[config.mk]
export PLATFORM = sky130hd
export DESIGN_NAME = v3n_div_lane
export DESIGN_NICKNAME = d
export VERILOG_FILES = /design/src/rtl/core/v3n_pkg.sv /design/src/rtl/core/v3n_div_lane.sv
export SDC_FILE = /design/constraint.sdc
export NUM_CORES = 2
export LEC_CHECK = 0
export BUFFER_PORTS_ARGS = -buffer_cell sky130_fd_sc_hd__buf_2
export CORE_ASPECT_RATIO = 2
export CORE_UTILIZATION = 60
export DETAILED_ROUTE_END_ITERATION = 7
export PLACE_DENSITY = 0.76
export SLEW_MARGIN = 10
export SYNTH_ARGS = -nofsm -noshare
export SYNTH_HDL_FRONTEND = slang
export SYNTH_SLANG_ARGS = --single-unit
[constraint.sdc]
create_clock -name clk -period 4.1 [get_ports clk]
set_input_delay 0.41 -clock clk [delete_from_list [all_inputs] [get_ports clk]]
set_output_delay 0.41 -clock clk [all_outputs]
set_load 0.02 [all_outputs]
[src/rtl/core/v3n_pkg.sv]
package v3n_pkg;

	localparam int SAMPLE_BITS_DEF   = 16;
	localparam int FRACTION_BITS_DEF = 14;

	// Pipeline-wide status carried alongside each item.
	typedef struct packed {
		logic valid;
		logic zero;
	} v3n_ctl_t;

endpackage

[src/rtl/core/v3n_div_lane.sv]
// One lane: restoring divider, one quotient bit per stage, then saturate and apply the sign.
module v3n_div_lane
	import v3n_pkg::*;
#(
	parameter int MW = 16,
	parameter int DW = 17,
	parameter int FB = 14
) (
	input  logic          clk,
	input  logic          en,
	input  logic [MW-1:0] mag,
	input  logic          neg,
	input  logic [DW-1:0] m,
	output logic [FB+1:0] unit
);
	localparam int NW = MW + FB;
	localparam int RW = DW + 1;

	logic [NW-1:0] num_r [NW+1];
	logic [RW-1:0] rem_r [NW+1];
	logic [NW-1:0] quo_r [NW+1];
	logic [DW-1:0] den_r [NW+1];
	logic          neg_r [NW+1];

	assign num_r[0] = {mag, FB'(0)};
	assign rem_r[0] = '0;
	assign quo_r[0] = '0;
	assign den_r[0] = m;
	assign neg_r[0] = neg;

	for (genvar k = 0; k < NW; k++) begin : g_bit
		logic [RW-1:0] sh;
		logic [NW-1:0] num_q, quo_q;
		logic [RW-1:0] rem_q;
		logic [DW-1:0] den_q;
		logic          neg_q;

		assign sh = {rem_r[k][RW-2:0], num_r[k][NW-1]};

		always_ff @(posedge clk) begin
			if (en) begin
				num_q <= num_r[k] << 1;
				den_q <= den_r[k];
				neg_q <= neg_r[k];
				if (sh >= {1'b0, den_r[k]}) begin
					rem_q <= sh - {1'b0, den_r[k]};
					quo_q <= {quo_r[k][NW-2:0], 1'b1};
				end else begin
					rem_q <= sh;
					quo_q <= {quo_r[k][NW-2:0], 1'b0};
				end
			end
		end
		assign num_r[k+1] = num_q;
		assign rem_r[k+1] = rem_q;
		assign quo_r[k+1] = quo_q;
		assign den_r[k+1] = den_q;
		assign neg_r[k+1] = neg_q;
	end

	logic [FB+1:0] sat;

	// Saturate to one, then apply the sign.
	always_comb begin
		if (quo_r[NW] > NW'(1 << FB))
			sat = (FB+2)'(1 << FB);
		else
			sat = quo_r[NW][FB+1:0];
		unit = neg_r[NW] ? (~sat + 1'b1) : sat;
	end
endmodule

After elaboration in Yosys (flattened, before gate mapping)
Index checks and enable logic that the tools add are counted.
Widths: inputs -> output; s select.
Cells by class
  add/subtract/negate cells: 30
  $lt $le $gt $ge: 31
  multiplexer cells: 61
  bitwise gates (word level): 1
Operator list (count)
  $ge 18x17->1: 29
  $mux 17: 28
  $sub 17x17->17: 28
  $mux 16: 2
  $mux 1: 31
  $gt 30x15->1 const B: 1
  $ge 1x17->1: 1
  $sub 1x17->17: 1
  $add 16x1->16 const B: 1
  $not 16->16: 1
Word-level totals
  register bits after elaboration: 1601
  output and inout port bits: 16
  logic and storage cells: 270

Depth between registers and ports, before layout
  depth in word-level cells: 5
  gate-level depth with buffers: 12
  depth with buffers taken out: 10

Least setup slack after synthesis
OpenSTA, ideal clock, no wires.
  path type: flip-flop to output port
  start: register g_bit[29].quo_q[10]
  end: output unit[12]
  data arrival time: 2666 ps
  path slack: 1024 ps
  cell stages (with the launch flop): 10
  cell sequence: edfxtp_1 or4_1 or2_2 a21oi_2 nand2_1 ha_1 nand2_1 o31ai_1 xor2_1 o21ai_0
On the way
  word-level cells in the longest chain between the ends: 5
RTL lines
  from (decl): RTL line v3n_div_lane.sv:33  | logic [NW-1:0] num_q, quo_q;
  from (signal assigned): RTL line v3n_div_lane.sv:47  | quo_q <= {quo_r[k][NW-2:0], 1'b1};
  from (signal assigned): RTL line v3n_div_lane.sv:50  | quo_q <= {quo_r[k][NW-2:0], 1'b0};
  $gt 30x15->1: RTL line v3n_div_lane.sv:65  | if (quo_r[NW] > NW'(1 << FB))
  $mux 16 (*): RTL line v3n_div_lane.sv:65
  $not 16->16: RTL line v3n_div_lane.sv:69  | unit = neg_r[NW] ? (~sat + 1'b1) : sat;
  $add 16x1->16: RTL line v3n_div_lane.sv:69
  $mux 16 (*): RTL line v3n_div_lane.sv:69
  to (decl): RTL line v3n_div_lane.sv:14  | output logic [FB+1:0] unit
Mark *: on every way between the ends. The rest lies on a longest branch, timed or not.

Worst setup path in the final report
Same ends and word-level chain as after synthesis.

==> flow_summary.yaml <==
run_status:
  outcome: "finished, final reports clean"
power:
  pwr-share-seq: 0.381
  combinationalPowerShare: 0.418
  switching_power_uw: 24500
  cellPowerDensity_nw_per_um2: 776
  p_leak_uw: 0.0343
  p_int_uw: 42900
  pwr-share-clk: 0.201
  ir_worst_vdd_v: 0.000583
  p_sw_frac: 0.364
worst_setup_path:
  required_ps: 3690
  cp.arrival_ps: 3420
  setup.worst_path.end_class: "output pin"
  criticalPathCategory: "flip-flop to output pin"
  crit_path_start_kind: "flip-flop"
  worst-path-max-fanout: 6
logic_synthesis:
  synth_nets: 6690
  avgSynthCellArea_sq_um: 12.9
  netlist_instances: 6131
  ys_async_sr_fraction: 0
  synth-seq-cells: 1601
  yosysTopAreaCellShare: 0.608
  synth_area_leaders: "edfxtp_1 (61%), ha_1 (7.8%), mux2_2 (3.7%), inv_1 (3.0%), a21oi_1 (2.7%)"
  synthTopCellsByCount: "edfxtp_1 (1,601), inv_1 (632), ha_1 (495)"
  yosysTopAreaCell: "edfxtp_1"
  ys_seq_area_frac: 0.608
  synth_area_sq_um: 79100
  yosysMostFrequentCell: "edfxtp_1"
  yosysUniqueCellTypes: 106
  synth_edf_count: 1601
  yosys_most_used_dff: "edfxtp_1"
  yosys_warnings: 0
sta:
  slew_headroom: 0.268
  final_max_slew_viol_count: 0
  final-setup-viol-count: 0
  period_needed_ps: 3830
  setup_ws_ps: 269
  setup_tns_ps: 0
  finalHoldViolCount: 0
  worst_slew_pin_slew_ps: 1090
  fin_skew_ps: 21.4
  fin_crit_sh: 0.934
  max_freq_mhz: 261
  rsz0062_at_grt: "false"
floorplan:
  dieArea_sq_um: 133000
  initial_core_util: 0.604
  core_sq_um: 131000
  die_w_um: 259
  ios: 52
  die_h_um: 515
  fp-row-count: 188
grt:
  antenna_found_initial: 6
  grt_pass1_vias: 51300
  grt_overflow_total: 0
  grt_first_pass_wirelength_um: 283000
  grt_usage: 0.285
  grt_max_degree: 113
placement:
  dp_hpwl_um: 142000
  portBuffers: 51
  dp_slack_ps: 567
  place_congestion: 0.981
  placed_cells: 7880
drt:
  vias_per_cell: 6.00
  vias: 49000
  firstDrtPassIters: 6
  avgRoutedWirePerCell_um: 23.0
  final_antenna_net_count: 0
  drt-total-wl_um: 188000
  drtIter0Drc: 2757
  drc: 0
cells_and_area:
  fin_cells: 8171
  nFillCells: 9412
  area_growth_pct: 9.90
  fin_nets: 6908
  drive_gt1_frac: 0.108
run:
  max_cap_violations: 0
clock_network:
  cts.sinks: 1601
  clockBufferDepth: 3
  cts_tree: "done"
  numCtsBuffers: 142
  clk_pin_slew_worst_paths_ps: 60
  root_buffer: "clkbuf_16"
  cts_max_level: 4
  worstSkewPairLatency_ps: 780
hold_path:
  hold_class: "input pin to flip-flop"
cell families after synthesis:
family,after synthesis,share of synthesized area
and+or+nand+nor,1231,0.0751
adders and majority gates,523,0.0854
xor gates and xnor gates,330,0.0365
muxes,319,0.0450
DFF,1601,0.608
buffers and inverters,734,0.0367
AOI/OAI and AO/OA,1393,0.113
final cells by class:
type                            instances  area, sq um  area share
Tap cell                             1710         2140      0.0246
Clock inverter                         89         1030      0.0119
Clock buffer                          165         3640      0.0419
Sequential cell                      1601        48100       0.553
Antenna cell                            2         5.00   0.0000576
Inverter                              636         2390      0.0275
Timing Repair Buffer                  172         1470      0.0170
Multi-Input combinational cell       3796        28200       0.324
path summary, 6_finish.rpt:
kind                        from  slack (ps)  depth (start not counted)                 end
max          g_bit[29].quo_q[10]         270                         10            unit[12]
max reg2reg   g_bit[25].rem_q[5]         350                          9  g_bit[26].rem_q[2]
min                           en         140                          1  g_bit[12].quo_q[5]
min reg2reg   g_bit[19].quo_q[6]         400                          0  g_bit[20].quo_q[7]
registers in the layout, summed over array words and instances, names as in the netlist:
signal       cells
g_bit.den_q    493
g_bit.num_q    120
g_bit.rem_q    493
g_bit.neg_q     30
g_bit.quo_q    465
critical path, cell delays in order, from the launching register on:
cell and delay [ps]:
edfxtp_1 460, or4_1 590, or2_2 340, a21oi_4 180
nand2_1 100, ha_2 250, nand2_1 90, o31ai_1 80
xor2_1 190, o21ai_0 170, buf_2 190
power groups by stage:
stage               combinational [uW]  sequential, uW  clock, uW
finish                           28200           25700      13500
global route                     30800           25900      14300
CTS                              28100           25700      13800
detailed placement               27800           26000          0
global placement                 27200           25900          0
floorplan                        21000           24600          0
metrics by stage:
step | hold slack (ps) | total power, uW | util | cell area, sq um
after detailed placement | 405 | 53800 | 0.625 | 81900
after floorplan | 400 | 45600 | - | 79100
after global routing | 153 | 71000 | 0.663 | 86900
after global placement | 400 | 53100 | 0.625 | 81900
final | 140 | 67500 | 0.663 | 86900
after CTS | 145 | 67500 | 0.663 | 86900
cells in the final DEF (no fill, tap or decap), types with 74 or more instances in the layout:
cell          n
mux2_2      261
xnor2_1     207
nand2_1     387
a21o_1      137
nor3_1       85
nand4_1      79
inv_1       632
clkbuf_16   142
o21ai_0     312
nor2b_1      76
nand3_1      74
a21oi_1     428
xor2_1      123
nor2_1      275
edfxtp_1   1601
ha_1        494
repair_timing:
action | in CTS | in global routing
hold endpoints to repair | 33 | 0
hold buffers | 33 | 0
resized for setup | 3 | 1
setup buffers | 1 | 1
pin swaps | 1 | 1
endpoints found under the setup margin | 6 | 1
metal layers:
layer | up-vias | global-route usage | wire length (um)
li1 | 23200 | - | -
met1 | 23900 | 0.219 | 53500
met2 | 1218 | 0.582 | 110000
met3 | 710 | 0.0400 | 5570
met4 | 4 | 0.259 | 19500
met5 | - | 0 | 34
Note: power is estimated with default switching activity, not from simulation.
