===== config.mk =====
export PLATFORM = sky130hd
export DESIGN_NAME = v3n_sqrt
export DESIGN_NICKNAME = d
export VERILOG_FILES = /design/src/rtl/core/v3n_pkg.sv /design/src/rtl/core/v3n_sqrt.sv
export SDC_FILE = /design/constraint.sdc
export NUM_CORES = 1
export LEC_CHECK = 0
export ABC_AREA = 1
export BUFFER_PORTS_ARGS = -buffer_cell sky130_fd_sc_hd__buf_2
export CAP_MARGIN = 25
export CORE_MARGIN = 2
export CORE_UTILIZATION = 40
export CTS_BUF_LIST = sky130_fd_sc_hd__clkbuf_2
export DETAILED_ROUTE_END_ITERATION = 12
export PLACE_DENSITY = 0.66
export SLEW_MARGIN = 10
export SYNTH_ARGS = -nofsm -noshare
export SYNTH_HDL_FRONTEND = slang
export SYNTH_SLANG_ARGS = --single-unit

===== constraint.sdc =====
create_clock -name clk -period 1.8 [get_ports clk]
set_input_delay 0.36 -clock clk [delete_from_list [all_inputs] [get_ports clk]]
set_output_delay 0.36 -clock clk [all_outputs]
set_load 0.03 [all_outputs]

===== src/rtl/core/v3n_pkg.sv =====
package v3n_pkg;

	localparam int SAMPLE_BITS_DEF   = 16;
	localparam int FRACTION_BITS_DEF = 14;

	// Pipeline-wide status carried alongside each item.
	typedef struct packed {
		logic valid;
		logic zero;
	} v3n_ctl_t;

endpackage


===== src/rtl/core/v3n_sqrt.sv =====
// Pipelined integer square root: one result bit per stage.
module v3n_sqrt
	import v3n_pkg::*;
#(
	parameter int SW = 34,
	parameter int RW = 17,
	parameter int CW = 1
) (
	input  logic          clk,
	input  logic          en,
	input  logic [SW-1:0] s,
	input  logic [CW-1:0] side_in,
	output logic [RW-1:0] root,
	output logic [CW-1:0] side_out
);
	localparam int RMW = RW + 2;

	logic [SW-1:0]  rem_r  [RW+1];
	logic [RW-1:0]  root_r [RW+1];
	logic [CW-1:0]  side_r [RW+1];

	assign rem_r[0]  = s;
	assign root_r[0] = '0;
	assign side_r[0] = side_in;

	for (genvar k = 0; k < RW; k++) begin : g_stage
		localparam int B = RW - 1 - k;
		logic [SW-1:0]  rem_q;
		logic [RW-1:0]  root_q;
		logic [CW-1:0]  side_q;
		logic [RMW-1:0] top;
		logic [RMW-1:0] trial;

		// Remainder bits from 2B upward are compared with 4*root + 1 shifted.
		always_comb begin
			top   = RMW'(rem_r[k] >> (2 * B));
			trial = {root_r[k], 2'b01};
		end

		always_ff @(posedge clk) begin
			if (en) begin
				side_q <= side_r[k];
				if (top >= trial) begin
					rem_q  <= rem_r[k] - (SW'(trial) << (2 * B));
					root_q <= {root_r[k][RW-2:0], 1'b1};
				end else begin
					rem_q  <= rem_r[k];
					root_q <= {root_r[k][RW-2:0], 1'b0};
				end
			end
		end
		assign rem_r[k+1]  = rem_q;
		assign root_r[k+1] = root_q;
		assign side_r[k+1] = side_q;
	end

	assign root     = root_r[RW];
	assign side_out = side_r[RW];
endmodule


Word level (Yosys, flattened, before mapping)
Cells that the tools add are included.
Cells by class
  eq/ne operators: 0
  add/sub/neg operators: 16
  bitwise operators: 0
  shifts and indexed selects: 0
  magnitude comparators: 17
  reduce and logical (&&, ||, !) cells: 0
  $mul: 0
  multiplexer cells: 33
  divide/modulo/power cells: 0
Operators by type and width (number)
  2-to-1 mux 34 bit: 8
  subtractor 34 x 27 -> 34 bit: 1
  subtractor 34 x 28 -> 34 bit: 1
  subtractor 34 x 29 -> 34 bit: 1
  subtractor 34 x 30 -> 34 bit: 1
  subtractor 34 x 31 -> 34 bit: 1
  subtractor 34 x 32 -> 34 bit: 1
  subtractor 34 x 33 -> 34 bit: 1
  subtractor 34 x 33 -> 34 bit (second input constant): 1
  2-to-1 mux 33 bit: 1
  subtractor 33 x 26 -> 33 bit: 1
  2-to-1 mux 31 bit: 1
  subtractor 31 x 25 -> 31 bit: 1
  2-to-1 mux 29 bit: 1
  subtractor 29 x 24 -> 29 bit: 1
  2-to-1 mux 27 bit: 1
  subtractor 27 x 23 -> 27 bit: 1
  2-to-1 mux 25 bit: 1
  subtractor 25 x 22 -> 25 bit: 1
  2-to-1 mux 23 bit: 1
  subtractor 23 x 21 -> 23 bit: 1
  2-to-1 mux 21 bit: 1
  subtractor 21 x 20 -> 21 bit: 1
  greater-or-equal comparator 19 x 11 -> 1 bit: 1
  other kinds (19): 35
Word-level totals
  flip-flop bits (word level): 650
  memory bits (read-only): 0
  bits in writable memories: 0
  logic and storage cells: 116
  bits of input ports: 37
  latch bits: 0
  memories: 0
  output and inout bits: 18

Longest topological paths before layout
  depth after elaboration: 2
  depth in mapped cells: 14
  depth with buffers taken out: 14

Worst setup path after synthesis
No wires, ideal clock.
  kind: reg2reg
  start point: register g_stage[14].rem_q[4]
  end point: register g_stage[15].rem_q[7] (data pin)
  data required time: 1.548 ns
  cell stages (with the launch flop): 12
  path buffers: 2
  library setup time: 0.252 ns
  arrival time: 1.655 ns
  period minus slack after synthesis: 1.908 ns
  setup slack: -0.108 ns
  cells stage by stage: edfxtp_1 -> ha_1 -> buf_2 -> a21oi_1 -> nand2_1 -> nand3_1 -> nand3_2 -> nand2_4 -> nand2_8 -> buf_6 -> nand2_1 -> nand2_1
On the way
  longest elaborated chain between the ends: 2
  elaborated cells between the ends (all ways): 3
  those cells by class: 1 x add/sub; 1 x order compare; 1 x mux
Ends and longest elaborated chain
  start, declared: RTL line v3n_sqrt.sv:28  | logic [SW-1:0] rem_q;
  start signal, assigned: RTL line v3n_sqrt.sv:44  | rem_q <= rem_r[k] - (SW'(trial) << (2 * B));
  start signal, assigned: RTL line v3n_sqrt.sv:47  | rem_q <= rem_r[k];
  subtractor 19 bit / greater-or-equal comparator 19 x 17 -> 1 bit (equally long branches): RTL line v3n_sqrt.sv:44, v3n_sqrt.sv:43
  2-to-1 mux 19 bit *: RTL line v3n_sqrt.sv:43  | if (top >= trial) begin
  end signal, assigned: RTL line v3n_sqrt.sv:44
  end signal, assigned: RTL line v3n_sqrt.sv:47
  end, declared: RTL line v3n_sqrt.sv:28
Every way passes the cells marked *; elsewhere a longest branch is shown, timed or not.
A chain may end at the register's enable or synchronous reset.

Final worst setup path
  start point: register g_stage[16].root_q[16], in the netlist root[16]
  end point: output root[16]
RTL lines
  start, declared: RTL line v3n_sqrt.sv:29  | logic [RW-1:0] root_q;
  start signal, assigned: RTL line v3n_sqrt.sv:45  | root_q <= {root_r[k][RW-2:0], 1'b1};
  start signal, assigned: RTL line v3n_sqrt.sv:48  | root_q <= {root_r[k][RW-2:0], 1'b0};
  end, declared: RTL line v3n_sqrt.sv:13  | output logic [RW-1:0] root,
No word-level cell between the ends.

==> results_dict.tcl <==
set metrics [dict create \
    clock-sinks 650 \
    slew_violations 0 \
    crit_path_end_kind "output pin" \
    slew_headroom 0.394 \
    setup_ws_ps -503 \
    synthCells 3467 \
    cp_num_buf_inv 1 \
    violations "negative setup slack" \
    viasPerCell 4.87 \
    worst-setup-path-type "flip-flop to output pin" \
    arrival_ps 1940 \
    grt_pass1_wl_mm 136 \
    status "finished, violations left" \
    netlist.area_leader.share 0.583 \
    area_growth_pct 49.7 \
    cpPeakStageDelay_ps 400 \
    grt_max_degree 77 \
    cts.clk_slew.worst_paths_ps 100 \
    cap_viol_max_count 0 \
    num_vias 28600 \
    clock_skew_ps 118 \
    final_nets 4873 \
    power_density_nw_per_um2 1010 \
    cp_slowest_cell "edfxtp_1" \
    synth.distinct_cells 46 \
    antenna_found_initial 2 \
    yosys_register_bits 650 \
    chipWidth_um 293 \
    fill_cells 6416 \
    synth_ff_type "edfxtp_1" \
    yosysTopAreaCell "edfxtp_1" \
    crit_fanout 1 \
    totalWireLength_mm 90.8 \
    clockRootBuffer "clkbuf_2" \
    setup.worst_path.start_class "flip-flop" \
    detailedPlace.worstSlack_ps -321 \
    r2r_setup_slack_ps -300 \
    ys_seq_area_frac 0.583 \
    period_share 1.28 \
    synth_fp_nets 3670 \
    hpwl_mm 54.8 \
    clk_latency_ps 1430 \
    fmaxAchievable_mhz 434 \
    rows 106 \
    drtAntennaViolNets 0 \
    rsz0062_at_grt "true" \
    drc 0 \
    syn_avg_cell_area_um2 9.65 \
    synth.top_cells.by_count "1129 x nand2_1, 650 x edfxtp_1, 617 x inv_1" \
    tightest_slew_ps 906 \
    power.leakage_nw 22.9 \
    cts_tree "built" \
    cp_top_family "flip-flops" \
    min_period_ps 2300 \
    hold_slack_ps 201 \
    wl_per_cell_um 15.5 \
    max-vdd-ir-drop_mv 0.905 \
    htreeDepth 4 \
    required_ps 1440 \
    core_um2 83300 \
    worstHoldPathType "input port to flip-flop" \
    yosysMostFrequentCell "nand2_1" \
    cts_made_buffers 172 \
    port_buffers 54 \
    dr.first_iter.drc_count 1780 \
    synth_warnings 0 \
    synth_area_leaders "edfxtp_1 58%, nand2_1 13%, inv_1 6.9%" \
    async_flop_share 0 \
    crit_chain "buf_6" \
    synth_edf_count 650 \
    drive_gt1_frac 0.474 \
    start_util 0.402 \
    grt_pass1_vias 27900 \
    clock_path_buffers 3 \
    gr-total-overflow 0 \
    fp.dieH_um 293 \
    hold_viol_final 0 \
    syn_area_um2 33500 \
    grt_use_total 0.197 \
    setup_violations 212 \
    dieArea_um2 86000 \
    io_pins 55 \
    place_congestion 0.937 \
    first_pass_iters 8 \
]
## flip-flops by register name, summed over array words and instances, names as in the netlist
signal,flops
g_stage.root_q,136
side_out,1
root,17
g_stage.rem_q,480
g_stage.side_q,16
## tightest hold or removal path: cells and delay by family
kind     cells  cell delay (ps)
buf+inv      3             1160
## where the power goes
| part | leakage [nW] | internal, mW | switching, mW |
|---|---|---|---|
| registers | 6.26 | 19.0 | 1.28 |
| logic | 15.5 | 9.41 | 10.4 |
| clock network | 1.17 | 4.32 | 6.30 |
## timing repair
action                                  in CTS  in global routing
pin swaps                                  292                374
hold buffers                                85                  0
endpoints found under the hold margin      686                  0
gates resized for setup                    729                574
endpoints found under the setup margin     228                233
setup buffers                              191                117
gates cloned                                28                  1
## layout make-up
cell class                      count  area [um^2]  share of cell area
Antenna cell                        6         15.0            0.000300
Clock buffer                      232         1160              0.0232
Clock inverter                     57          424             0.00847
Inverter                          626         2390              0.0478
Multi-Input combinational cell   2170        16200               0.322
Sequential cell                   650        19500               0.390
Tap cell                         1080         1350              0.0270
Timing Repair Buffer             1047         9030               0.180
Timing Repair inverter              3         48.8            0.000974
## path summary, 6_finish.rpt
path                         start                     to  cells after the start
max                       root[16]               root[16]                      1
min                          s[20]   g_stage[0].rem_q[20]                      3
max reg2reg  g_stage[10].rem_q[19]  g_stage[11].rem_q[18]                     11
min reg2reg   g_stage[4].rem_q[15]   g_stage[5].rem_q[15]                      0
## per-layer routing
metal  wire, um  share of wire  vias to the layer above  GRT usage
met1      36500           0.40                    13500      0.235
li1           -              -                    13900          -
met2      46300           0.51                      909      0.345
met4       3480          0.038                        0     0.0854
met3       4610          0.051                      292     0.0388
met5          0              0                        -          0
## kinds of logic after synthesis
kind of cell               Yosys count  share of synthesized area
AOI/OAI and AO/OA                  205                     0.0334
adders and majority gates          166                     0.0621
and+or+nand+nor                   1700                      0.221
DFF                                650                      0.583
buffers and inverters              660                     0.0778
xor gates and xnor gates            86                     0.0225
## layout by cell type, fill, tap and decap left out, drive strengths merged, types with 65 or more instances in the layout
cell type,n
xor2,67
clkbuf,232
buf,962
nand3,177
ha,166
edfxtp,650
nand2,1160
a21oi,123
o21ai,65
dlygate4sd3,85
nand4,99
nor2,194
inv,631
## per-stage QoR
step	cells	setup TNS [ps]	total power, mW	instance area [um^2]	util
final	5871	-40210	50.7	50100	0.601
after global routing	5871	-58820	53.8	50100	0.601
after CTS	5766	-35710	48.0	47400	0.569
after detailed placement	5182	-34030	33.9	40600	0.487
after global placement	5182	-30330	33.6	40600	0.487
after floorplan	3467	-1450	28.1	34400	-
Note: power is estimated with default switching activity, not from simulation.
